**src/design/dmmd_pkg.sv**
```systemverilog
// Shared types, codes and segment table of the meter packet decoder.
`default_nettype none

package dmmd_pkg;

   localparam int FRAME_BYTES = 9;
   localparam int SEG_ENTRIES = 23;

   localparam logic [7:0] SEG_MASK     = 8'hF7;
   localparam logic [7:0] CHECK_OFFSET = 8'd57;
   localparam logic [7:0] MODE_MAX     = 8'd25;

   // Overload pattern on bytes 3, 4 and 5 after masking.
   localparam logic [7:0] OVF_BYTE3 = 8'h00;
   localparam logic [7:0] OVF_BYTE4 = 8'h27;
   localparam logic [7:0] OVF_BYTE5 = 8'hD7;

   localparam logic [3:0] ERR_OK        = 4'd0;
   localparam logic [3:0] ERR_MODE      = 4'd1;
   localparam logic [3:0] ERR_UNIT_MODE = 4'd2;
   localparam logic [3:0] ERR_UNITS     = 4'd3;
   localparam logic [3:0] ERR_MULTS     = 4'd4;
   localparam logic [3:0] ERR_MINMAX    = 4'd5;
   localparam logic [3:0] ERR_POINTS    = 4'd6;
   localparam logic [3:0] ERR_SERIAL    = 4'd7;
   localparam logic [3:0] ERR_CHECKSUM  = 4'd8;
   localparam logic [3:0] ERR_NO_UNIT   = 4'd9;

   localparam logic [3:0] UNIT_F    = 4'd0;
   localparam logic [3:0] UNIT_A    = 4'd1;
   localparam logic [3:0] UNIT_OHM  = 4'd2;
   localparam logic [3:0] UNIT_HZ   = 4'd3;
   localparam logic [3:0] UNIT_V    = 4'd4;
   localparam logic [3:0] UNIT_PCT  = 4'd5;
   localparam logic [3:0] UNIT_DBM  = 4'd6;
   localparam logic [3:0] UNIT_S    = 4'd7;
   localparam logic [3:0] UNIT_HFE  = 4'd8;
   localparam logic [3:0] UNIT_NONE = 4'd9;

   localparam logic [2:0] PREFIX_NONE  = 3'd0;
   localparam logic [2:0] PREFIX_NANO  = 3'd1;
   localparam logic [2:0] PREFIX_MICRO = 3'd2;
   localparam logic [2:0] PREFIX_MILLI = 3'd3;
   localparam logic [2:0] PREFIX_KILO  = 3'd4;
   localparam logic [2:0] PREFIX_MEGA  = 3'd5;

   localparam logic [4:0] SEG_UNKNOWN = 5'd23;

   // Patterns for 0..9 F P E C L H I h r t n - blank.
   localparam logic [7:0] SEG_PATTERNS [SEG_ENTRIES] = '{
      8'hD7, 8'h50, 8'hB5, 8'hF1, 8'h72, 8'hE3, 8'hE7, 8'h51, 8'hF7, 8'hF3,
      8'h27, 8'h37, 8'hA7, 8'h87, 8'h86, 8'h76, 8'h06, 8'h66, 8'h24, 8'hA6,
      8'h64, 8'h20, 8'h00
   };

   typedef logic [FRAME_BYTES-1:0][7:0] window_type;

   typedef struct packed {
      logic       valid;
      window_type window;
   } frame_beat_type;

   typedef struct packed {
      logic [3:0] error_code;
      logic [7:0] meter_mode;
      logic       overflow;
      logic       negative;
      logic [4:0] digit_3;
      logic [4:0] digit_2;
      logic [4:0] digit_1;
      logic [4:0] digit_0;
      logic [1:0] point_position;
      logic [3:0] unit_code;
      logic [2:0] prefix_code;
      logic [4:0] status_flags;
   } result_type;

endpackage

`default_nettype wire

```
**src/design/dmmd_channels.sv**
```systemverilog
// Valid/ready channel interfaces for meter bytes and decoded results.
`default_nettype none

interface dmmd_req_if;
   logic       valid;
   logic       ready;
   logic [7:0] rx_byte;

   modport source (output valid, output rx_byte, input ready);
   modport sink   (input valid, input rx_byte, output ready);
endinterface

interface dmmd_rsp_if;
   logic       valid;
   logic       ready;
   logic [3:0] error_code;
   logic [7:0] meter_mode;
   logic       overflow;
   logic       negative;
   logic [4:0] digit_3;
   logic [4:0] digit_2;
   logic [4:0] digit_1;
   logic [4:0] digit_0;
   logic [1:0] point_position;
   logic [3:0] unit_code;
   logic [2:0] prefix_code;
   logic [4:0] status_flags;

   modport source (output valid, output error_code, output meter_mode, output overflow,
                   output negative, output digit_3, output digit_2, output digit_1,
                   output digit_0, output point_position, output unit_code,
                   output prefix_code, output status_flags, input ready);
   modport sink   (input valid, input error_code, input meter_mode, input overflow,
                   input negative, input digit_3, input digit_2, input digit_1,
                   input digit_0, input point_position, input unit_code,
                   input prefix_code, input status_flags, output ready);
endinterface

`default_nettype wire

```
**src/design/dmmd_front.sv**
```systemverilog
// Front end: byte shift window and fill count, emits full windows.
`default_nettype none

module dmmd_front (
   input  wire                     clock,
   input  wire                     reset,
   input  wire                     byte_valid,
   output logic                    byte_ready,
   input  wire  [7:0]              rx_byte,
   input  wire                     queue_full,
   output dmmd_pkg::frame_beat_type push
);
   import dmmd_pkg::*;

   localparam logic [3:0] FILL_FULL = 4'(FRAME_BYTES);
   localparam logic [3:0] FILL_LAST = 4'(FRAME_BYTES - 1);

   window_type window_ff, window_in;
   logic [3:0] fill_ff, fill_in;
   logic       accept;
   logic       emits;

   // A byte that completes or slides a full window needs queue room.
   assign emits      = (fill_ff >= FILL_LAST);
   assign byte_ready = !(emits && queue_full);
   assign accept     = byte_valid && byte_ready;

   always_comb begin
      window_in = window_ff;
      fill_in   = fill_ff;
      if (accept) begin
         window_in = {rx_byte, window_ff[FRAME_BYTES-1:1]};
         if (fill_ff != FILL_FULL) begin
            fill_in = fill_ff + 4'd1;
         end
      end
   end

   assign push.valid  = accept && emits;
   assign push.window = {rx_byte, window_ff[FRAME_BYTES-1:1]};

   always_ff @(posedge clock) begin
      if (reset) begin
         window_ff <= '0;
         fill_ff   <= '0;
      end else begin
         window_ff <= window_in;
         fill_ff   <= fill_in;
      end
   end

endmodule

`default_nettype wire

```
**src/design/dmmd_queue.sv**
```systemverilog
// Two-entry window queue between the front end and the decoder.
`default_nettype none

module dmmd_queue (
   input  wire                      clock,
   input  wire                      reset,
   input  dmmd_pkg::frame_beat_type push,
   output logic                     full,
   output logic                     head_valid,
   output dmmd_pkg::window_type     head_window,
   input  wire                      pop
);
   import dmmd_pkg::*;

   window_type slot_ff [2];
   logic       wr_ptr_ff, wr_ptr_in;
   logic       rd_ptr_ff, rd_ptr_in;
   logic [1:0] count_ff, count_in;
   logic       do_push, do_pop;

   assign full        = (count_ff == 2'd2);
   assign head_valid  = (count_ff != 2'd0);
   assign head_window = slot_ff[rd_ptr_ff];
   assign do_push     = push.valid && !full;
   assign do_pop      = pop && head_valid;

   always_comb begin
      wr_ptr_in = wr_ptr_ff ^ do_push;
      rd_ptr_in = rd_ptr_ff ^ do_pop;
      count_in  = count_ff;
      if (do_push && !do_pop) begin
         count_in = count_ff + 2'd1;
      end else if (do_pop && !do_push) begin
         count_in = count_ff - 2'd1;
      end
   end

   always_ff @(posedge clock) begin
      if (do_push) begin
         slot_ff[wr_ptr_ff] <= push.window;
      end
   end

   always_ff @(posedge clock) begin
      if (reset) begin
         wr_ptr_ff <= 1'b0;
         rd_ptr_ff <= 1'b0;
         count_ff  <= 2'd0;
      end else begin
         wr_ptr_ff <= wr_ptr_in;
         rd_ptr_ff <= rd_ptr_in;
         count_ff  <= count_in;
      end
   end

endmodule

`default_nettype wire

```
**src/design/dmmd_back.sv**
```systemverilog
// Back end: checks and decodes one window into a registered result.
`default_nettype none

module dmmd_back (
   input  wire                  clock,
   input  wire                  reset,
   input  wire                  head_valid,
   input  dmmd_pkg::window_type head_window,
   output logic                 pop,
   output logic                 result_valid,
   output dmmd_pkg::result_type result,
   input  wire                  result_ready
);
   import dmmd_pkg::*;

   function automatic logic [4:0] seg_code(logic [7:0] b);
      logic [7:0] m;
      logic [4:0] code;
      m    = b & SEG_MASK;
      code = SEG_UNKNOWN;
      for (int i = SEG_ENTRIES - 1; i >= 0; i--) begin
         if (SEG_PATTERNS[i] == m) begin
            code = 5'(i);
         end
      end
      return code;
   endfunction

   function automatic logic [3:0] check_window(window_type w);
      logic [7:0] mode, b1, b2, sum;
      logic [3:0] units;
      logic [2:0] mults;
      logic [1:0] mm, dp;
      mode  = w[0];
      b1    = w[1];
      b2    = w[2];
      units = '0;
      mults = '0;
      mm    = '0;
      dp    = '0;
      if (mode > MODE_MAX) return ERR_MODE;

      if (b1[0]) mults = mults + 3'd1;
      if (b1[1]) begin
         units = units + 4'd1;
         if (!(mode == 8'd0 || mode == 8'd1 || mode == 8'd19 || mode == 8'd22))
            return ERR_UNIT_MODE;
      end
      if (b1[2]) begin
         units = units + 4'd1;
         if (mode < 8'd2 || mode > 8'd7) return ERR_UNIT_MODE;
      end
      if (b1[3]) begin
         units = units + 4'd1;
         if (mode != 8'd9) return ERR_UNIT_MODE;
      end
      if (b1[4]) mults = mults + 3'd1;
      if (b1[5]) mults = mults + 3'd1;
      if (b1[6]) begin
         units = units + 4'd1;
         if (mode != 8'd8) return ERR_UNIT_MODE;
      end
      if (b1[7]) begin
         units = units + 4'd1;
         if (mode < 8'd10 || mode > 8'd12) return ERR_UNIT_MODE;
      end
      if (units > 4'd1) return ERR_UNITS;
      if (mults > 3'd1) return ERR_MULTS;

      // Modes with a fixed unit require that unit bit.
      if (mode < 8'd2) begin
         if (!b1[1]) return ERR_UNIT_MODE;
      end else if (mode < 8'd8) begin
         if (!b1[2]) return ERR_UNIT_MODE;
      end else if (mode < 8'd9) begin
         if (!b1[6]) return ERR_UNIT_MODE;
      end else if (mode < 8'd10) begin
         if (!b1[3]) return ERR_UNIT_MODE;
      end else if (mode < 8'd13) begin
         if (!b1[7]) return ERR_UNIT_MODE;
      end

      if (b2[0]) mm = mm + 2'd1;
      if (b2[1]) mm = mm + 2'd1;
      if (b2[2]) begin
         units = units + 4'd1;
         if (mode != 8'd21) return ERR_UNIT_MODE;
      end
      if (b2[4]) begin
         units = units + 4'd1;
         if (mode < 8'd16 || mode > 8'd18) return ERR_UNIT_MODE;
      end
      if (b2[5]) begin
         units = units + 4'd1;
         if (mode != 8'd23) return ERR_UNIT_MODE;
      end
      if (b2[6]) mults = mults + 3'd1;
      if (b2[7]) mults = mults + 3'd1;
      if (units > 4'd1) return ERR_UNITS;
      if (mults > 3'd1) return ERR_MULTS;
      if (mm > 2'd1) return ERR_MINMAX;

      for (int i = 3; i <= 5; i++) begin
         if (w[i][3]) dp = dp + 2'd1;
      end
      if (dp > 2'd1) return ERR_POINTS;

      if (w[6][3]) mm = mm + 2'd1;
      if (mm > 2'd1) return ERR_MINMAX;

      if (!w[7][1]) return ERR_SERIAL;

      sum = CHECK_OFFSET;
      for (int i = 0; i < 8; i++) begin
         sum = sum + w[i];
      end
      if (sum != w[8]) return ERR_CHECKSUM;
      return ERR_OK;
   endfunction

   function automatic result_type decode(window_type w);
      result_type r;
      logic [3:0] err;
      logic [7:0] b1, b2, b7;
      logic       ovf;
      b1  = w[1];
      b2  = w[2];
      b7  = w[7];
      r   = '0;
      err = check_window(w);
      r.meter_mode = w[0];
      if (err != ERR_OK) begin
         r.error_code = err;
         return r;
      end

      ovf = ((w[3] & SEG_MASK) == OVF_BYTE3) && ((w[4] & SEG_MASK) == OVF_BYTE4) &&
            ((w[5] & SEG_MASK) == OVF_BYTE5);

      if (b1[3])      r.unit_code = UNIT_F;
      else if (b1[2]) r.unit_code = UNIT_A;
      else if (b1[6]) r.unit_code = UNIT_OHM;
      else if (b1[7]) r.unit_code = UNIT_HZ;
      else if (b1[1]) r.unit_code = UNIT_V;
      else if (b2[3]) r.unit_code = UNIT_PCT;
      else if (b2[5]) r.unit_code = UNIT_DBM;
      else if (b2[4]) r.unit_code = UNIT_S;
      else if (b2[2]) r.unit_code = UNIT_HFE;
      else            r.unit_code = UNIT_NONE;

      if (b2[6])      r.prefix_code = PREFIX_NANO;
      else if (b2[7]) r.prefix_code = PREFIX_MICRO;
      else if (b1[0]) r.prefix_code = PREFIX_MILLI;
      else if (b1[5]) r.prefix_code = PREFIX_KILO;
      else if (b1[4]) r.prefix_code = PREFIX_MEGA;
      else            r.prefix_code = PREFIX_NONE;

      r.error_code = (r.unit_code == UNIT_NONE) ? ERR_NO_UNIT : ERR_OK;
      r.overflow   = ovf;
      // Drop the sign on an overload display.
      r.negative   = ovf ? 1'b0 : b7[3];
      r.digit_3    = seg_code(w[6]);
      r.digit_2    = seg_code(w[5]);
      r.digit_1    = seg_code(w[4]);
      r.digit_0    = seg_code(w[3]);
      r.point_position = w[3][3] ? 2'd3 : w[4][3] ? 2'd2 : w[5][3] ? 2'd1 : 2'd0;
      r.status_flags   = {b7[7], b7[6], b7[2], b7[4], b7[0]};
      return r;
   endfunction

   result_type result_ff, result_in;
   logic       valid_ff, valid_in;

   // Advance when the output register is empty or being drained.
   assign pop = head_valid && (!valid_ff || result_ready);

   always_comb begin
      result_in = result_ff;
      valid_in  = valid_ff;
      if (result_ready) begin
         valid_in = 1'b0;
      end
      if (pop) begin
         result_in = decode(head_window);
         valid_in  = 1'b1;
      end
   end

   assign result_valid = valid_ff;
   assign result       = result_ff;

   always_ff @(posedge clock) begin
      result_ff <= result_in;
   end

   always_ff @(posedge clock) begin
      if (reset) begin
         valid_ff <= 1'b0;
      end else begin
         valid_ff <= valid_in;
      end
   end

endmodule

`default_nettype wire

```
**src/design/dmm_segment_packet_decoder.sv**
```systemverilog
// Top level of the segment-display meter packet decoder.
//
// req carries one raw meter byte per beat (rx_byte); rsp carries one decoded
// result per beat. Bytes shift into a nine-byte window; the first eight bytes
// after reset give no result, and from the ninth on every byte gives exactly
// one result for the window ending at that byte.
// A front end holds the window and pushes each full window into a two-entry
// queue; the back end checks and decodes the queue head into an output
// register. A window is held in the queue before its result is registered.
// Throughput is one byte per cycle while rsp does not stall, as the decode
// is combinational between the queue head and the output register.
// When rsp stalls, results pile up in the output register and the queue;
// req.ready falls only once both queue entries are taken and the incoming
// byte would produce a result. Results are never dropped.
// Synchronous reset empties the window, the fill count, the queue and the
// output register; the block accepts bytes in the first cycle after reset.
`default_nettype none

module dmm_segment_packet_decoder (
   input wire              clock,
   input wire              reset,
   dmmd_req_if.sink        req,
   dmmd_rsp_if.source      rsp
);
   import dmmd_pkg::*;

   frame_beat_type push;
   window_type     head_window;
   result_type     result;
   logic           queue_full;
   logic           head_valid;
   logic           pop;
   logic           result_valid;

   dmmd_front u_front (
      .clock      (clock),
      .reset      (reset),
      .byte_valid (req.valid),
      .byte_ready (req.ready),
      .rx_byte    (req.rx_byte),
      .queue_full (queue_full),
      .push       (push)
   );

   dmmd_queue u_queue (
      .clock       (clock),
      .reset       (reset),
      .push        (push),
      .full        (queue_full),
      .head_valid  (head_valid),
      .head_window (head_window),
      .pop         (pop)
   );

   dmmd_back u_back (
      .clock        (clock),
      .reset        (reset),
      .head_valid   (head_valid),
      .head_window  (head_window),
      .pop          (pop),
      .result_valid (result_valid),
      .result       (result),
      .result_ready (rsp.ready)
   );

   assign rsp.valid          = result_valid;
   assign rsp.error_code     = result.error_code;
   assign rsp.meter_mode     = result.meter_mode;
   assign rsp.overflow       = result.overflow;
   assign rsp.negative       = result.negative;
   assign rsp.digit_3        = result.digit_3;
   assign rsp.digit_2        = result.digit_2;
   assign rsp.digit_1        = result.digit_1;
   assign rsp.digit_0        = result.digit_0;
   assign rsp.point_position = result.point_position;
   assign rsp.unit_code      = result.unit_code;
   assign rsp.prefix_code    = result.prefix_code;
   assign rsp.status_flags   = result.status_flags;

endmodule

`default_nettype wire
```
**src/flat_wrapper.sv**
```systemverilog
// flat-port wrapper written by rule: the top's interface ports become plain ports
module dmm_segment_packet_decoder_flat import dmmd_pkg::*;
  (clock, reset, req_valid, req_rx_byte, req_ready, rsp_valid, rsp_error_code, rsp_meter_mode, rsp_overflow, rsp_negative, rsp_digit_3, rsp_digit_2, rsp_digit_1, rsp_digit_0, rsp_point_position, rsp_unit_code, rsp_prefix_code, rsp_status_flags, rsp_ready);
  dmmd_req_if req_i ();
  dmmd_rsp_if rsp_i ();
  input wire clock;
  input wire reset;
  input wire logic [$bits(req_i.valid)-1:0] req_valid;
  input wire logic [$bits(req_i.rx_byte)-1:0] req_rx_byte;
  output wire logic [$bits(req_i.ready)-1:0] req_ready;
  output wire logic [$bits(rsp_i.valid)-1:0] rsp_valid;
  output wire logic [$bits(rsp_i.error_code)-1:0] rsp_error_code;
  output wire logic [$bits(rsp_i.meter_mode)-1:0] rsp_meter_mode;
  output wire logic [$bits(rsp_i.overflow)-1:0] rsp_overflow;
  output wire logic [$bits(rsp_i.negative)-1:0] rsp_negative;
  output wire logic [$bits(rsp_i.digit_3)-1:0] rsp_digit_3;
  output wire logic [$bits(rsp_i.digit_2)-1:0] rsp_digit_2;
  output wire logic [$bits(rsp_i.digit_1)-1:0] rsp_digit_1;
  output wire logic [$bits(rsp_i.digit_0)-1:0] rsp_digit_0;
  output wire logic [$bits(rsp_i.point_position)-1:0] rsp_point_position;
  output wire logic [$bits(rsp_i.unit_code)-1:0] rsp_unit_code;
  output wire logic [$bits(rsp_i.prefix_code)-1:0] rsp_prefix_code;
  output wire logic [$bits(rsp_i.status_flags)-1:0] rsp_status_flags;
  input wire logic [$bits(rsp_i.ready)-1:0] rsp_ready;
  assign req_i.valid = req_valid;
  assign req_i.rx_byte = req_rx_byte;
  assign req_ready = req_i.ready;
  assign rsp_valid = rsp_i.valid;
  assign rsp_error_code = rsp_i.error_code;
  assign rsp_meter_mode = rsp_i.meter_mode;
  assign rsp_overflow = rsp_i.overflow;
  assign rsp_negative = rsp_i.negative;
  assign rsp_digit_3 = rsp_i.digit_3;
  assign rsp_digit_2 = rsp_i.digit_2;
  assign rsp_digit_1 = rsp_i.digit_1;
  assign rsp_digit_0 = rsp_i.digit_0;
  assign rsp_point_position = rsp_i.point_position;
  assign rsp_unit_code = rsp_i.unit_code;
  assign rsp_prefix_code = rsp_i.prefix_code;
  assign rsp_status_flags = rsp_i.status_flags;
  assign rsp_i.ready = rsp_ready;
  dmm_segment_packet_decoder u_core (.clock(clock), .reset(reset), .req(req_i), .rsp(rsp_i));
endmodule
```
**config.mk**
```make
export PLATFORM = sky130hd
export DESIGN_NAME = dmm_segment_packet_decoder_flat
export DESIGN_NICKNAME = d
export VERILOG_FILES = /design/src/design/dmmd_pkg.sv /design/src/design/dmmd_channels.sv /design/src/design/dmmd_front.sv /design/src/design/dmmd_queue.sv /design/src/design/dmmd_back.sv /design/src/design/dmm_segment_packet_decoder.sv /design/src/flat_wrapper.sv
export SDC_FILE = /design/constraint.sdc
export NUM_CORES = 1
export LEC_CHECK = 0
export ABC_AREA = 1
export BUFFER_PORTS_ARGS = -buffer_cell sky130_fd_sc_hd__buf_2
export CAP_MARGIN = 20
export CORE_ASPECT_RATIO = 1.2
export CORE_MARGIN = 1.5
export CORE_UTILIZATION = 50
export CTS_CLUSTER_DIAMETER = 40
export DETAILED_ROUTE_END_ITERATION = 10
export GPL_TIMING_DRIVEN = 0
export PLACE_DENSITY_LB_ADDON = 0.3
export RECOVER_POWER = 25
export SYNTH_ARGS = -nofsm -noshare
export SYNTH_HDL_FRONTEND = slang
export SYNTH_SLANG_ARGS = --single-unit
```
**constraint.sdc**
```tcl
create_clock -name clock -period 11.7 [get_ports clock]
set_input_delay 1.17 -clock clock [delete_from_list [all_inputs] [get_ports clock]]
set_output_delay 1.17 -clock clock [all_outputs]
set_load 0.1 [all_outputs]
```
== After elaboration in Yosys (flattened, before gate mapping) ==
Memories as Yosys holds them, arrays and structs flattened. A register that Yosys moved wholly into a read port is not among the register bits.
Index checks and enable logic that the tools add are counted.

* Add/sub/neg operators: 26
* $lt $le $gt $ge: 18
* Eq/ne operators: 101
* Mux-type cells: 667
* Bitwise operators: 2
* Reduce and logical (&&, ||, !) cells: 32

{| class="wikitable"
|+ Operators with widths
! cell !! number
|-
| 2-to-1 mux 4 bit || 193
|-
| 2-to-1 mux 5 bit || 88
|-
| == test 7 bit (first input constant) || 44
|-
| 2-to-1 mux 1 bit || 244
|-
| 2-to-1 mux 2 bit || 93
|-
| == test 6 x 7 -> 1 bit (first input constant) || 24
|-
| 2-to-1 mux 3 bit || 47
|-
| == test 5 x 7 -> 1 bit (first input constant) || 16
|-
| 2-to-1 mux 48 bit || 2
|-
| adder 8 bit || 7
|-
| zero test 8 bit || 5
|-
| adder 4 x 1 -> 4 bit (second input constant) || 8
|-
| < comparator 8 x 4 -> 1 bit (second input constant) || 4
|-
| == test 3 x 7 -> 1 bit (first input constant) || 4
|-
| == test 8 x 5 -> 1 bit (second input constant) || 2
|-
| greater-than comparator 8 x 5 -> 1 bit (second input constant) || 2
|-
| inequality test 8 x 4 -> 1 bit (second input constant) || 2
|-
| inequality test 8 x 5 -> 1 bit (second input constant) || 2
|-
| adder 3 x 1 -> 3 bit (second input constant) || 4
|-
| adder 2 x 1 -> 2 bit (second input constant) || 5
|-
| logical AND 1 bit || 10
|-
| adder 6 x 8 -> 8 bit (first input constant) || 1
|-
| == test 8 x 1 -> 1 bit (second input constant) || 1
|-
| greater-than comparator 4 x 1 -> 1 bit (second input constant) || 2
|-
| 20 further kinds || 36
|}

* Register bits: 121
* Memory bits (writable): 144
* Input port bits: 12
* Output and inout bits: 50
* Logic and storage cells: 872
* Memories: 1

{| class="wikitable"
|+ Memories
! name !! words !! bits a word !! read ports !! clocked after memory_dff !! write ports !! RTL line !! source
|-
| u_core.u_queue.slot_ff || 2 || 72 || 1 || 1 || 1 || dmmd_queue.sv:15 || <nowiki>window_type slot_ff [2];</nowiki>
|}

== Depth between registers and ports, before layout ==
Gate-level depths: netlist of the first run.

* Depth after elaboration: 321
* Mapped depth: 38
* Depth with buffers taken out: 35

== Cells and area by module ==
Synthesis of the first run repeated with hierarchy kept, for this count alone.

* Cell total of the unflattened synthesis: 1559
* Area, all modules: 14496.4 µm²

{| class="wikitable"
|+ By module, submodules not included
! module !! instances !! cells an instance !! area each (µm²) !! sequential area each (µm²)
|-
| dmmd_back || 1 || 825 || 5959.5 || 1461.4
|-
| dmmd_queue || 1 || 408 || 5489.0 || 4404.2
|-
| dmmd_front || 1 || 326 || 3047.9 || 1361.3
|}

== Worst setup path after synthesis of the first run ==
OpenSTA, ideal clock, no wires.

* Path kind: flip-flop to flip-flop
* Start point: register, netlist name u_core.u_queue.rd_ptr_ff
* End point: register u_core.u_back.result_ff, in the netlist u_core.u_back.result[27], data pin
* Library setup time: 0.140 ns
* Data arrival time: 5.729 ns
* Required time: 11.560 ns
* Setup slack: 5.831 ns
* Stages on the path, launching flop included: 28
* Path buffers: 7
* Clock period less this slack: 5.869 ns
* Path through: dfxtp_1 -> buf_6 -> buf_8 -> buf_8 -> buf_6 -> buf_2 -> clkbuf_1 -> mux2i_1 -> inv_1 -> fa_1 -> inv_1 -> fa_1 -> fa_1 -> fa_1 -> fa_1 -> o21ai_0 -> xnor2_1 -> and2_1 -> nor4_1 -> nand3_1 -> nand3_1 -> nor2_1 -> a21oi_1 -> nand2_1 -> nor2_4 -> buf_6 -> nand4_1 -> nor2_1

{| class="wikitable"
|+ RTL lines
! what !! RTL line !! source
|-
| to (signal assigned) || dmmd_back.sv:193 || <nowiki>result_ff <= result_in;</nowiki>
|-
| to (decl) || dmmd_back.sv:171 || <nowiki>result_type result_ff, result_in;</nowiki>
|}

==> Implementation_results.wiki, run 1 <==
{| class="wikitable"
! Metric !! Value
|-
| IR Drop Worst-Case VDD || 0.257 mV
|-
| Deepest clock path buffer count || 3
|-
| Antenna violations before repair || 0
|-
| CTS sink cnt || between 200 and 300
|-
| Fin. Hold Viols || 0
|-
| Proportion of synthesized flip-flops having asynchronous set or reset || 0%
|-
| Post-DP HPWL || 24800 um
|-
| Final critical path time including I/O delays and setup || just under 8 ns
|-
| Total design power || 4.09 mW
|-
| Count of buffers added by post-CTS timing repair for setup || 0
|-
| CTS tree || yes
|-
| CP most frequent cell || sky130_fd_sc_hd__fa_1
|-
| Clk slew on worst S/H paths || 0.06 ns
|-
| Maximum capacitance violations || 0
|-
| Main synth FF type || sky130_fd_sc_hd__edfxtp_1
|-
| Post-synthesis instance area || between 10000 and 15000 um^2
|-
| Number of inserted filler cells in the final layout || between 2000 and 2500
|-
| Setup violators final || 0
|-
| Number of buffers created by CTS || 29
|-
| Category of the worst setup path capture point || flop
|-
| Vertical die dimension || between 150 and 200 um
|-
| Library cells used by synthesis || 53
|-
| Largest net degree at the start of global routing || 54
|-
| Share of cells above drive strength 1 || 12.4%
|-
| Setup WS post-layout || about 3.8 ns
|-
| Crit path launch type || flop
|-
| Post-Syn Instances || 1498
|-
| Number of enable-type register cells in the synthesized netlist || 192
|-
| Wire length of the first global-routing pass || 51500 um
|-
| Crit Path Category || flop to flop
|-
| Die Outline Area || 28500 um^2
|-
| Routed WL per cell || 16.5 um
|-
| Antenna Diode Count || 0
|-
| Rel. slew slack || 31.8%
|-
| Net count of the finished layout || about 1700
|-
| Data required time at the worst endpoint || about 12 ns
|-
| Synth Warn # || 0
|-
| Weighted congestion at the end of routability-driven global placement || 0.876
|-
| PwrDens || approximately 260 nW/um^2
|-
| Vias in the first global route || 10012
|-
| DRC Markers || 0
|-
| Starting density of the core || between 50% and 60%
|-
| Placeable core region || 27100 um^2
|-
| Leak Pwr || 6.07 nW
|-
| Class of the tightest hold or removal check || flop to flop
|-
| Pre-CTS WS || 3.87 ns
|-
| Drt first pass iters || 5
|-
| Actual slew at the worst max-slew pin || between 1 and 1.5 ns
|-
| Maximum clock frequency || ~0.13 GHz
|-
| CP Data Arrival Time || 8.25 ns
|-
| Setup repair after global routing missed its margin || false
|-
| Final setup TNS || 0 ns
|-
| Count of input and output buffers || 60
|-
| Number of cells in the design after placement || 1902
|-
| Critical path's largest stage delay || 0.56 ns
|-
| Slew Viols, Final || 0
|-
| Worst Clk Skew || between 0.01 and 0.015 ns
|-
| Sequential share of the synthesized area || 52.5%
|-
| Run status || finished clean
|-
| Hold-fix buffers, CTS || 0
|-
| Global router's overall resource usage || 23.1%
|-
| Total grt overflow || 0
|-
| Detailed Route Iter0 Violations || 826
|-
| Synthesized flop and latch total || ~270
|-
| Bufs and invs on worst path || 10
|-
| Via count || 10353
|-
| Count of boundary I/O pins || 62
|-
| Finished Layout Cells || 1955
|-
| Number of core rows || between 60 and 70
|-
| Avg Cell Area, Syn || a little over 9 um^2
|-
| CTS H-tree depth || 1
|-
| Layout area overhead || 13.4%
|-
| Final period utilization || around 67%
|-
| Die outline width || 154 um
|-
| Number of nets with antenna violations after routing || 0
|-
| CP top delay family || adder cells
|-
| Maximum fanout along the worst path || 10
|-
| Routed vias/inst || 5.30
|-
| Final design utilization || 57.6%
|-
| Clock latency reported for the late side of the worst-skew pair || roughly 0.54 ns
|-
| Gates resized, CTS repair || 0
|-
| Total nets after synthesis || ~1600
|-
| Standard cell with the maximum stage delay on the critical path || sky130_fd_sc_hd__fa_1
|-
| Sum of routed wire length over all layers || about 32000 um
|-
| Root buffer selected by CTS || sky130_fd_sc_hd__clkbuf_16
|}
through the flow:
stage               hold slack, ns  cell area, um^2
floorplan                    0.426            13800
global placement             0.438            14500
detailed placement           0.455            14600
CTS                          0.467            15600
global route                 0.478            15600
finish                       0.463            15600
sequential cells by signal, indices dropped and copies added (netlist names):
| signal | flops |
|---|---|
| u_core.u_back.result | 48 |
| u_core.u_back.result_valid | 1 |
| u_core.u_front.fill_ff | 4 |
| u_core.u_front.push | 64 |
| u_core.u_queue.count_ff | 2 |
| u_core.u_queue.rd_ptr_ff | 1 |
| u_core.u_queue.slot_ff | 144 |
| u_core.u_queue.wr_ptr_ff | 1 |
worst paths after layout:
kind / slack, ns / cells past startpoint / start / endpoint
setup / recovery: 3.84 / 27 / u_core.u_queue.rd_ptr_ff / u_core.u_back.result[9]
hold / removal: 0.46 / 0 / u_core.u_front.push[7] / u_core.u_queue.slot_ff[1][7]
setup reg to reg: 3.84 / 27 / u_core.u_queue.rd_ptr_ff / u_core.u_back.result[9]
hold reg to reg: 0.46 / 0 / u_core.u_front.push[7] / u_core.u_queue.slot_ff[1][7]
kinds of logic after synthesis:
kind of cell               Yosys count  share of synthesized area (%)
AOI/OAI and AO/OA                  192                           7.91
xor gates and xnor gates            24                           1.53
adders and majority gates           73                           8.76
buffers and inverters              238                           7.02
DFF                                265                           52.5
muxes                                4                          0.318
and+or+nand+nor                    702                           22.0
cells in the mapped netlist (3+ instances only):
master,instances,area (um^2)
sky130_fd_sc_hd__xnor2_1,10,87.6
sky130_fd_sc_hd__nor4_1,4,25.0
sky130_fd_sc_hd__nor3_1,29,145
sky130_fd_sc_hd__nand2_1,355,1330
sky130_fd_sc_hd__o21ai_0,53,265
sky130_fd_sc_hd__nand2_2,9,56.3
sky130_fd_sc_hd__o21ai_1,18,90.1
sky130_fd_sc_hd__mux2i_1,3,30.0
sky130_fd_sc_hd__dfxtp_1,73,1460
sky130_fd_sc_hd__a221oi_1,7,61.3
sky130_fd_sc_hd__inv_1,189,709
sky130_fd_sc_hd__buf_2,4,20.0
sky130_fd_sc_hd__inv_2,9,33.8
sky130_fd_sc_hd__fa_1,39,781
sky130_fd_sc_hd__or2_2,41,257
sky130_fd_sc_hd__ha_1,34,425
sky130_fd_sc_hd__edfxtp_1,192,5770
sky130_fd_sc_hd__nor2_1,161,604
sky130_fd_sc_hd__o21ai_2,6,52.6
sky130_fd_sc_hd__xor2_1,14,123
sky130_fd_sc_hd__a31oi_1,4,25.0
sky130_fd_sc_hd__nand4_1,21,131
sky130_fd_sc_hd__nand3b_1,4,30.0
sky130_fd_sc_hd__o21a_1,3,22.5
sky130_fd_sc_hd__o31ai_1,3,22.5
sky130_fd_sc_hd__nor3b_1,3,22.5
sky130_fd_sc_hd__clkbuf_1,24,90.1
sky130_fd_sc_hd__a21oi_1,84,420
sky130_fd_sc_hd__nand3_1,60,300
sky130_fd_sc_hd__buf_6,5,56.3
area by class of cell:
cell class,instances,area (um^2),area share (%)
buffer,38,215,1.38
clock inverter,21,241,1.55
multi-input combinational,995,5610,35.9
tap,340,425,2.73
timing repair buffer,64,403,2.58
inverter,200,751,4.81
sequential,265,7230,46.3
clock buffer,32,737,4.72
report_power, final:
group | switching [mW] | leakage (nW) | internal [mW]
registers | 0.0196 | 2.19 | 1.09
logic | 1.40 | 3.41 | 0.669
clock network | 0.369 | 0.472 | 0.547
total | 1.79 | 6.07 | 2.30
per-layer routing:
metal / vias up / global-route usage (%) / routed length, um
li1: 5127 / - / -
met1: 4832 / 30.3 / 13900
met2: 321 / 39.5 / 15400
met3: 73 / 2.50 / 1750
met4: 0 / 9.08 / 1180
met5: - / 0 / 0
cells in the final DEF (no fill, tap or decap), types with 5 or more instances in the layout:
cell type,instances
sky130_fd_sc_hd__clkinv_1,7
sky130_fd_sc_hd__edfxtp_1,192
sky130_fd_sc_hd__xor2_1,14
sky130_fd_sc_hd__inv_2,9
sky130_fd_sc_hd__inv_1,189
sky130_fd_sc_hd__nor2_1,161
sky130_fd_sc_hd__nor3_1,29
sky130_fd_sc_hd__nand2_2,9
sky130_fd_sc_hd__a21oi_1,83
sky130_fd_sc_hd__ha_1,32
sky130_fd_sc_hd__clkbuf_16,29
sky130_fd_sc_hd__nand3_1,60
sky130_fd_sc_hd__buf_6,5
sky130_fd_sc_hd__buf_2,64
sky130_fd_sc_hd__dfxtp_1,73
sky130_fd_sc_hd__nand2_1,355
sky130_fd_sc_hd__fa_1,39
sky130_fd_sc_hd__o21ai_2,6
sky130_fd_sc_hd__nand4_1,21
sky130_fd_sc_hd__o21ai_0,53
sky130_fd_sc_hd__a221oi_1,7
sky130_fd_sc_hd__or2_2,41
sky130_fd_sc_hd__clkbuf_1,27
sky130_fd_sc_hd__xnor2_1,10
sky130_fd_sc_hd__o21ai_1,18
Power figures use the tool's default switching activity.
==> run 2: changes to the inputs <==
Clock period 11.7 ns to 6.75 ns, I/O delays scaled along.
==> run 2 against run 1 <==
Against the previous run:
- count of clock-buffer cells in the layout unchanged
- worst setup slack got worse by 3.6 ns
- fmax increased by 20%
- die area unchanged
- register-to-register slack got worse by 3.6 ns
- sequential cell count unchanged
- sequential power increased by 73%
- clock skew increased by 0.00092 ns
- final cell count increased by 0.26%
- first-iteration DRC count increased by 15%
- critical path depth increased by 1
- via count increased by 1.2%
==> Implementation_results.wiki, run 2 (synthesized netlist as in run 1, its figures left out) <==
{| class="wikitable"
! Metric !! Value
|-
| DRC Markers || 0 (unchanged)
|-
| Number of core rows || 66 (unchanged)
|-
| Max FFs per register || 144 (unchanged)
|-
| Hold-fix buffers, CTS || 0 (unchanged)
|-
| Met3 track demand over resource in global routing || 2.55% (was 2.50%)
|-
| Most frequent cells in the layout || sky130_fd_sc_hd__nand2_1, sky130_fd_sc_hd__edfxtp_1, sky130_fd_sc_hd__inv_1 (unchanged)
|-
| Category of the worst setup path capture point || flop (unchanged)
|-
| Fin. Hold Viols || 0 (unchanged)
|-
| Register containing the most flip-flops in the final layout || u_core.u_queue.slot_ff (unchanged)
|-
| Actual slew at the worst max-slew pin || 0.716 ns (was 1.01 ns)
|-
| Antenna violations before repair || 0 (unchanged)
|-
| IR Drop Worst-Case VDD || 0.471 mV (was 0.257 mV)
|-
| Slew Viols, Final || 0 (unchanged)
|-
| Drt first pass iters || 6 (was 5)
|-
| Leak Pwr || 6.15 nW (was 6.07 nW)
|-
| Number of cells in the design after placement || 1902 (unchanged)
|-
| Global router's overall resource usage || 23.1% (about the same)
|-
| Detailed Route Iter0 Violations || 948 (was 826)
|-
| CTS H-tree depth || 1 (unchanged)
|-
| Run status || finished clean (unchanged)
|-
| Sum of routed wire length over all layers || 32700 um (was 32300 um)
|-
| Number of inserted filler cells in the final layout || 2323 (was 2341)
|-
| Placeable core region || 27100 um^2 (unchanged)
|-
| Vertical die dimension || 185 um (unchanged)
|-
| CTS sink cnt || 265 (unchanged)
|-
| Starting density of the core || 50.8% (unchanged)
|-
| Antenna Diode Count || 0 (unchanged)
|-
| Die outline width || 154 um (unchanged)
|-
| Routed vias/inst || 5.35 (was 5.30)
|-
| M2 GR Usage || 39.5% (about the same)
|-
| Pre-CTS WS || -1.08 ns (was 3.87 ns)
|-
| Hold Path Stages || 1 (was 0)
|-
| Final period utilization || 96.7% (was 67.2%)
|-
| Largest net degree at the start of global routing || 54 (unchanged)
|-
| Count of input and output buffers || 60 (unchanged)
|-
| Root buffer selected by CTS || sky130_fd_sc_hd__clkbuf_16 (unchanged)
|-
| Busiest layer in global routing || met2 (unchanged)
|-
| Layout area overhead || 15.3% (was 13.4%)
|-
| CP most frequent cell || sky130_fd_sc_hd__buf_8 (was sky130_fd_sc_hd__fa_1)
|-
| Setup violators final || 0 (unchanged)
|-
| Setup WS post-layout || 0.221 ns (was 3.84 ns)
|-
| Via count || 10477 (was 10353)
|-
| Clk slew on worst S/H paths || 0.06 ns (about the same)
|-
| Standard cell with the maximum stage delay on the critical path || sky130_fd_sc_hd__fa_1 (unchanged)
|-
| Total grt overflow || 0 (unchanged)
|-
| Net count of the finished layout || 1683 (was 1678)
|-
| Number of nets with antenna violations after routing || 0 (unchanged)
|-
| Routed WL per cell || 16.7 um (was 16.5 um)
|-
| Number of buffers created by CTS || 29 (unchanged)
|-
| Data required time at the worst endpoint || 7.14 ns (was 12.08 ns)
|-
| Deepest clock path buffer count || 3 (unchanged)
|-
| Crit Path Category || flop to flop (unchanged)
|-
| Rel. slew slack || 52.3% (was 31.8%)
|-
| Crit path launch type || flop (unchanged)
|-
| Vias in the first global route || 10025 (was 10012)
|-
| Finished Layout Cells || 1960 (was 1955)
|-
| Final setup TNS || 0 ns (unchanged)
|-
| Maximum clock frequency || 0.153 GHz (was 0.127 GHz)
|-
| Post-DP HPWL || 24800 um (unchanged)
|-
| Weighted congestion at the end of routability-driven global placement || 0.876 (unchanged)
|-
| Worst Clk Skew || 0.0132 ns (was 0.0123 ns)
|-
| Final critical path time including I/O delays and setup || 6.53 ns (was 7.86 ns)
|-
| CP Data Arrival Time || 6.92 ns (was 8.25 ns)
|-
| Met1 track demand over resource in global routing || 30.4% (was 30.3%)
|-
| Wire length of the first global-routing pass || 51700 um (was 51500 um)
|-
| Most common cell after layout, fill and taps aside || sky130_fd_sc_hd__nand2_1 (unchanged)
|-
| Die Outline Area || 28500 um^2 (unchanged)
|-
| CTS tree || yes (unchanged)
|-
| Count of boundary I/O pins || 62 (unchanged)
|-
| Maximum capacitance violations || 0 (unchanged)
|-
| Maximum fanout along the worst path || 10 (unchanged)
|-
| Share of cells above drive strength 1 || 14.2% (was 12.4%)
|-
| Reg2Reg Depth || 28 (was 27)
|-
| Critical path's largest stage delay || 0.57 ns (was 0.56 ns)
|-
| Class of the tightest hold or removal check || primary input to flop (was flop to flop)
|-
| Clock latency reported for the late side of the worst-skew pair || 0.54 ns (about the same)
|-
| PwrDens || 460 nW/um^2 (was 262 nW/um^2)
|}
==> run 2: cell types whose count changed in the layout (fill, tap and decap cells not counted), sizes merged <==
cell / change
buf: -3
clkbuf: +8
==> run 2: worst max-delay path, delay by kind of cell, from the launching register on <==
family / cells / cell delay [ns]
XOR/XNOR: 1 / 0.15
flip-flops: 1 / 0.41
AND/OR/NAND/NOR: 10 / 1.42
adder cells (fa/ha/maj): 5 / 2.56
AO/OA/AOI/OAI: 1 / 0.11
multiplexers: 1 / 0.32
buffers and inverters: 10 / 1.39
==> run 2: worst paths after layout <==
kind                       startpoint  slack [ns]                            end
max          u_core.u_queue.rd_ptr_ff        0.22        u_core.u_back.result[6]
min                    req_rx_byte[3]        0.39  u_core.u_queue.slot_ff[1][67]
max reg2reg  u_core.u_queue.rd_ptr_ff        0.22        u_core.u_back.result[6]
min reg2reg    u_core.u_front.push[7]        0.46   u_core.u_queue.slot_ff[1][7]
==> run 2: layer usage <==
metal	routed length (um)	part of all wire [%]	vias up
met1	14400	44	4946
met5	0	0	-
li1	-	-	5137
met4	1210	3.7	0
met2	15500	47	319
met3	1550	4.7	75
==> run 2: repair_timing <==
item | CTS | global route
resized for setup | 37 | 38
pin swaps | 4 | 6
endpoints found under the setup margin | 38 | 38
setup buffers | 3 | 2
gates cloned | 0 | 1
==> run 2: stage by stage <==
step | util, % | hold slack [ns] | power (mW) | area, um^2
after floorplan | - | 0.426 | 4.81 | 13800
after global routing | 58.6 | 0.377 | 7.81 | 15900
after detailed placement | 54.0 | 0.455 | 5.53 | 14600
final | 58.6 | 0.388 | 7.30 | 15900
after global placement | 53.5 | 0.438 | 5.42 | 14500
after CTS | 58.1 | 0.329 | 7.18 | 15700
==> run 2: layout make-up <==
cell class | instances | area [um^2] | share of cell area, %
Tap cell | 340 | 425 | 2.68
Timing Repair Buffer | 70 | 472 | 2.97
Inverter | 200 | 753 | 4.75
Multi-Input combinational cell | 995 | 5740 | 36.2
Sequential cell | 265 | 7230 | 45.6
Buffer | 37 | 272 | 1.71
Clock inverter | 21 | 241 | 1.52
Clock buffer | 32 | 737 | 4.64
==> run 2: where the power goes <==
group          internal, mW  total (mW)  switching (mW)
sequential             1.89        1.92          0.0354
clock                 0.948        1.59           0.646
combinational          1.26        3.78            2.52
==> run 3: changes to the inputs <==
Settings changed: CORE_MARGIN 1.5 to unset.
==> run 3 against run 2 <==
Against the previous run:
- power up 1.2%
- non-clock buffer count rose by 9
- critical path depth rose by 3
- sequential share of layout area is 0.37 points lower
- worst setup slack worse by 0.018 ns
- global-route usage is 0.43 points higher
- sequential cell count did not move
- register-to-register slack got worse by 0.02 ns
- final cell count rose by 0.56%
- critical path type unchanged
- largest cell class unchanged
- largest power group unchanged
==> Implementation_results.wiki, run 3 (synthesized netlist as in run 1, its figures left out) <==
{| class="wikitable"
! Metric !! Value
|-
| Maximum capacitance violations || 0 (unchanged)
|-
| CP Data Arrival Time || 6.95 ns (was 6.92 ns)
|-
| Net count of the finished layout || 1693 (was 1683)
|-
| Number of nets with antenna violations after routing || 0 (unchanged)
|-
| Total grt overflow || 0 (unchanged)
|-
| Class of the tightest hold or removal check || primary input to flop (unchanged)
|-
| Rel. slew slack || 53.0% (was 52.3%)
|-
| Slew Viols, Final || 0 (unchanged)
|-
| Hold-fix buffers, CTS || 0 (unchanged)
|-
| Final period utilization || 97.0% (was 96.7%)
|-
| Worst Clk Skew || 0.0164 ns (was 0.0132 ns)
|-
| Register containing the most flip-flops in the final layout || u_core.u_queue.slot_ff (unchanged)
|-
| Weighted congestion at the end of routability-driven global placement || 0.892 (was 0.876)
|-
| Most frequent cells in the layout || sky130_fd_sc_hd__nand2_1, sky130_fd_sc_hd__edfxtp_1, sky130_fd_sc_hd__inv_1 (unchanged)
|-
| IR Drop Worst-Case VDD || 0.430 mV (was 0.471 mV)
|-
| Layout area overhead || 16.2% (was 15.3%)
|-
| Number of core rows || 66 (unchanged)
|-
| Category of the worst setup path capture point || flop (unchanged)
|-
| Routed WL per cell || 16.8 um (was 16.7 um)
|-
| Global router's overall resource usage || 23.6% (was 23.1%)
|-
| Antenna violations before repair || 0 (unchanged)
|-
| Starting density of the core || 50.8% (unchanged)
|-
| Final critical path time including I/O delays and setup || 6.55 ns (was 6.53 ns)
|-
| Detailed Route Iter0 Violations || 745 (was 948)
|-
| Routed vias/inst || 5.31 (was 5.35)
|-
| Data required time at the worst endpoint || 7.15 ns (was 7.14 ns)
|-
| Maximum clock frequency || 0.153 GHz (about the same)
|-
| Max FFs per register || 144 (unchanged)
|-
| Setup violators final || 0 (unchanged)
|-
| Actual slew at the worst max-slew pin || 0.698 ns (was 0.716 ns)
|-
| DRC Markers || 0 (unchanged)
|-
| Run status || finished clean (unchanged)
|-
| Crit Path Category || flop to flop (unchanged)
|-
| Leak Pwr || 6.21 nW (was 6.15 nW)
|-
| Setup WS post-layout || 0.203 ns (was 0.221 ns)
|-
| Clock latency reported for the late side of the worst-skew pair || 0.56 ns (was 0.54 ns)
|-
| Final design utilization || 59.1% (was 58.6%)
|-
| Drt first pass iters || 5 (was 6)
|-
| Pre-CTS WS || -1.08 ns (about the same)
|-
| Post-DP HPWL || 24800 um (about the same)
|-
| Standard cell with the maximum stage delay on the critical path || sky130_fd_sc_hd__fa_1 (unchanged)
|-
| Clk slew on worst S/H paths || 0.06 ns (about the same)
|-
| Critical path's largest stage delay || 0.53 ns (was 0.57 ns)
|-
| Root buffer selected by CTS || sky130_fd_sc_hd__clkbuf_16 (unchanged)
|-
| Die Outline Area || 28200 um^2 (was 28500 um^2)
|-
| Antenna Diode Count || 0 (unchanged)
|-
| Placeable core region || 27100 um^2 (unchanged)
|-
| Maximum fanout along the worst path || 11 (was 10)
|-
| Vias in the first global route || 10049 (was 10025)
|-
| Largest net degree at the start of global routing || 54 (unchanged)
|-
| Sum of routed wire length over all layers || 33200 um (was 32700 um)
|-
| Wire length of the first global-routing pass || 51600 um (was 51700 um)
|-
| Share of cells above drive strength 1 || 15.1% (was 14.2%)
|-
| Die outline width || 153 um (was 154 um)
|-
| Count of boundary I/O pins || 62 (unchanged)
|-
| Count of input and output buffers || 60 (unchanged)
|-
| Most common cell after layout, fill and taps aside || sky130_fd_sc_hd__nand2_1 (unchanged)
|-
| Via count || 10458 (was 10477)
|-
| Crit path launch type || flop (unchanged)
|-
| Deepest clock path buffer count || 3 (unchanged)
|-
| Vertical die dimension || 184 um (was 185 um)
|-
| Hold Worst Slack || 0.352 ns (was 0.388 ns)
|-
| PwrDens || 462 nW/um^2 (was 460 nW/um^2)
|-
| CTS H-tree depth || 1 (unchanged)
|-
| CTS tree || yes (unchanged)
|-
| Number of buffers created by CTS || 30 (was 29)
|-
| Fin. Hold Viols || 0 (unchanged)
|-
| CTS sink cnt || 265 (unchanged)
|}
[run 3: final timing paths]
kind / end / slack [ns] / from / depth (start not counted)
worst min-delay path: u_core.u_queue.slot_ff[1][68] / 0.35 / req_rx_byte[4] / 1
worst min register to register: u_core.u_queue.slot_ff[1][2] / 0.46 / u_core.u_front.push[2] / 0
worst max register to register: u_core.u_back.result[27] / 0.20 / u_core.u_queue.rd_ptr_ff / 31
worst max-delay path: u_core.u_back.result[27] / 0.20 / u_core.u_queue.rd_ptr_ff / 31
[run 3: metal layers]
| metal | vias to the layer above | global-route usage, % | share of wire, % |
|---|---|---|---|
| met5 | - | 0 | 0 |
| li1 | 5160 | - | - |
| met3 | 81 | 2.40 | 4.6 |
| met4 | 0 | 8.52 | 3.3 |
| met2 | 291 | 41.2 | 49 |
| met1 | 4926 | 30.5 | 43 |
[run 3: area by class of cell]
| class | count | area [um^2] |
|---|---|---|
| repair buffers | 79 | 527 |
| flip-flops and latches | 265 | 7230 |
| plain buffers | 37 | 288 |
| clock buffers | 41 | 823 |
| well taps | 340 | 425 |
| inverters | 200 | 756 |
| multi-input cells | 995 | 5810 |
| fillers | 2310 | 11100 |
| clock inverters | 14 | 148 |
[run 3: repair_timing]
action / 4_1_cts / 5_1_grt
pin swaps: 4 / 11
setup endpoints to repair: 38 / 37
resized for setup: 36 / 58
endpoints found under the hold margin: 0 / 0
cloned: 0 / 2
buffers inserted: 5 / 8
[run 3: per-stage QoR]
stage                     total power, mW  area, um^2  std cells  TNS (ns)
after floorplan                      4.81       13800       1498         0
after global placement               5.41       14500       1898    -32.97
after detailed placement             5.51       14600       1902    -35.80
after CTS                            7.16       15700       1961         0
after global routing                 7.88       16000       1971    -0.115
final                                7.39       16000       1971         0
[run 3: critical path, delay by kind of cell, from the launching register on]
kind / cells / cell delay (ns)
compound gates: 2 / 0.33
xor+xnor: 2 / 0.31
fa+ha+maj: 6 / 2.59
buf+inv: 11 / 1.33
flops: 1 / 0.38
simple gates: 10 / 1.42
[run 3: report_power, final]
group / internal (mW) / switching [mW]
Sequential: 1.89 / 0.0364
Combinational: 1.34 / 2.55
Clock: 0.909 / 0.665
Total: 4.13 / 3.25
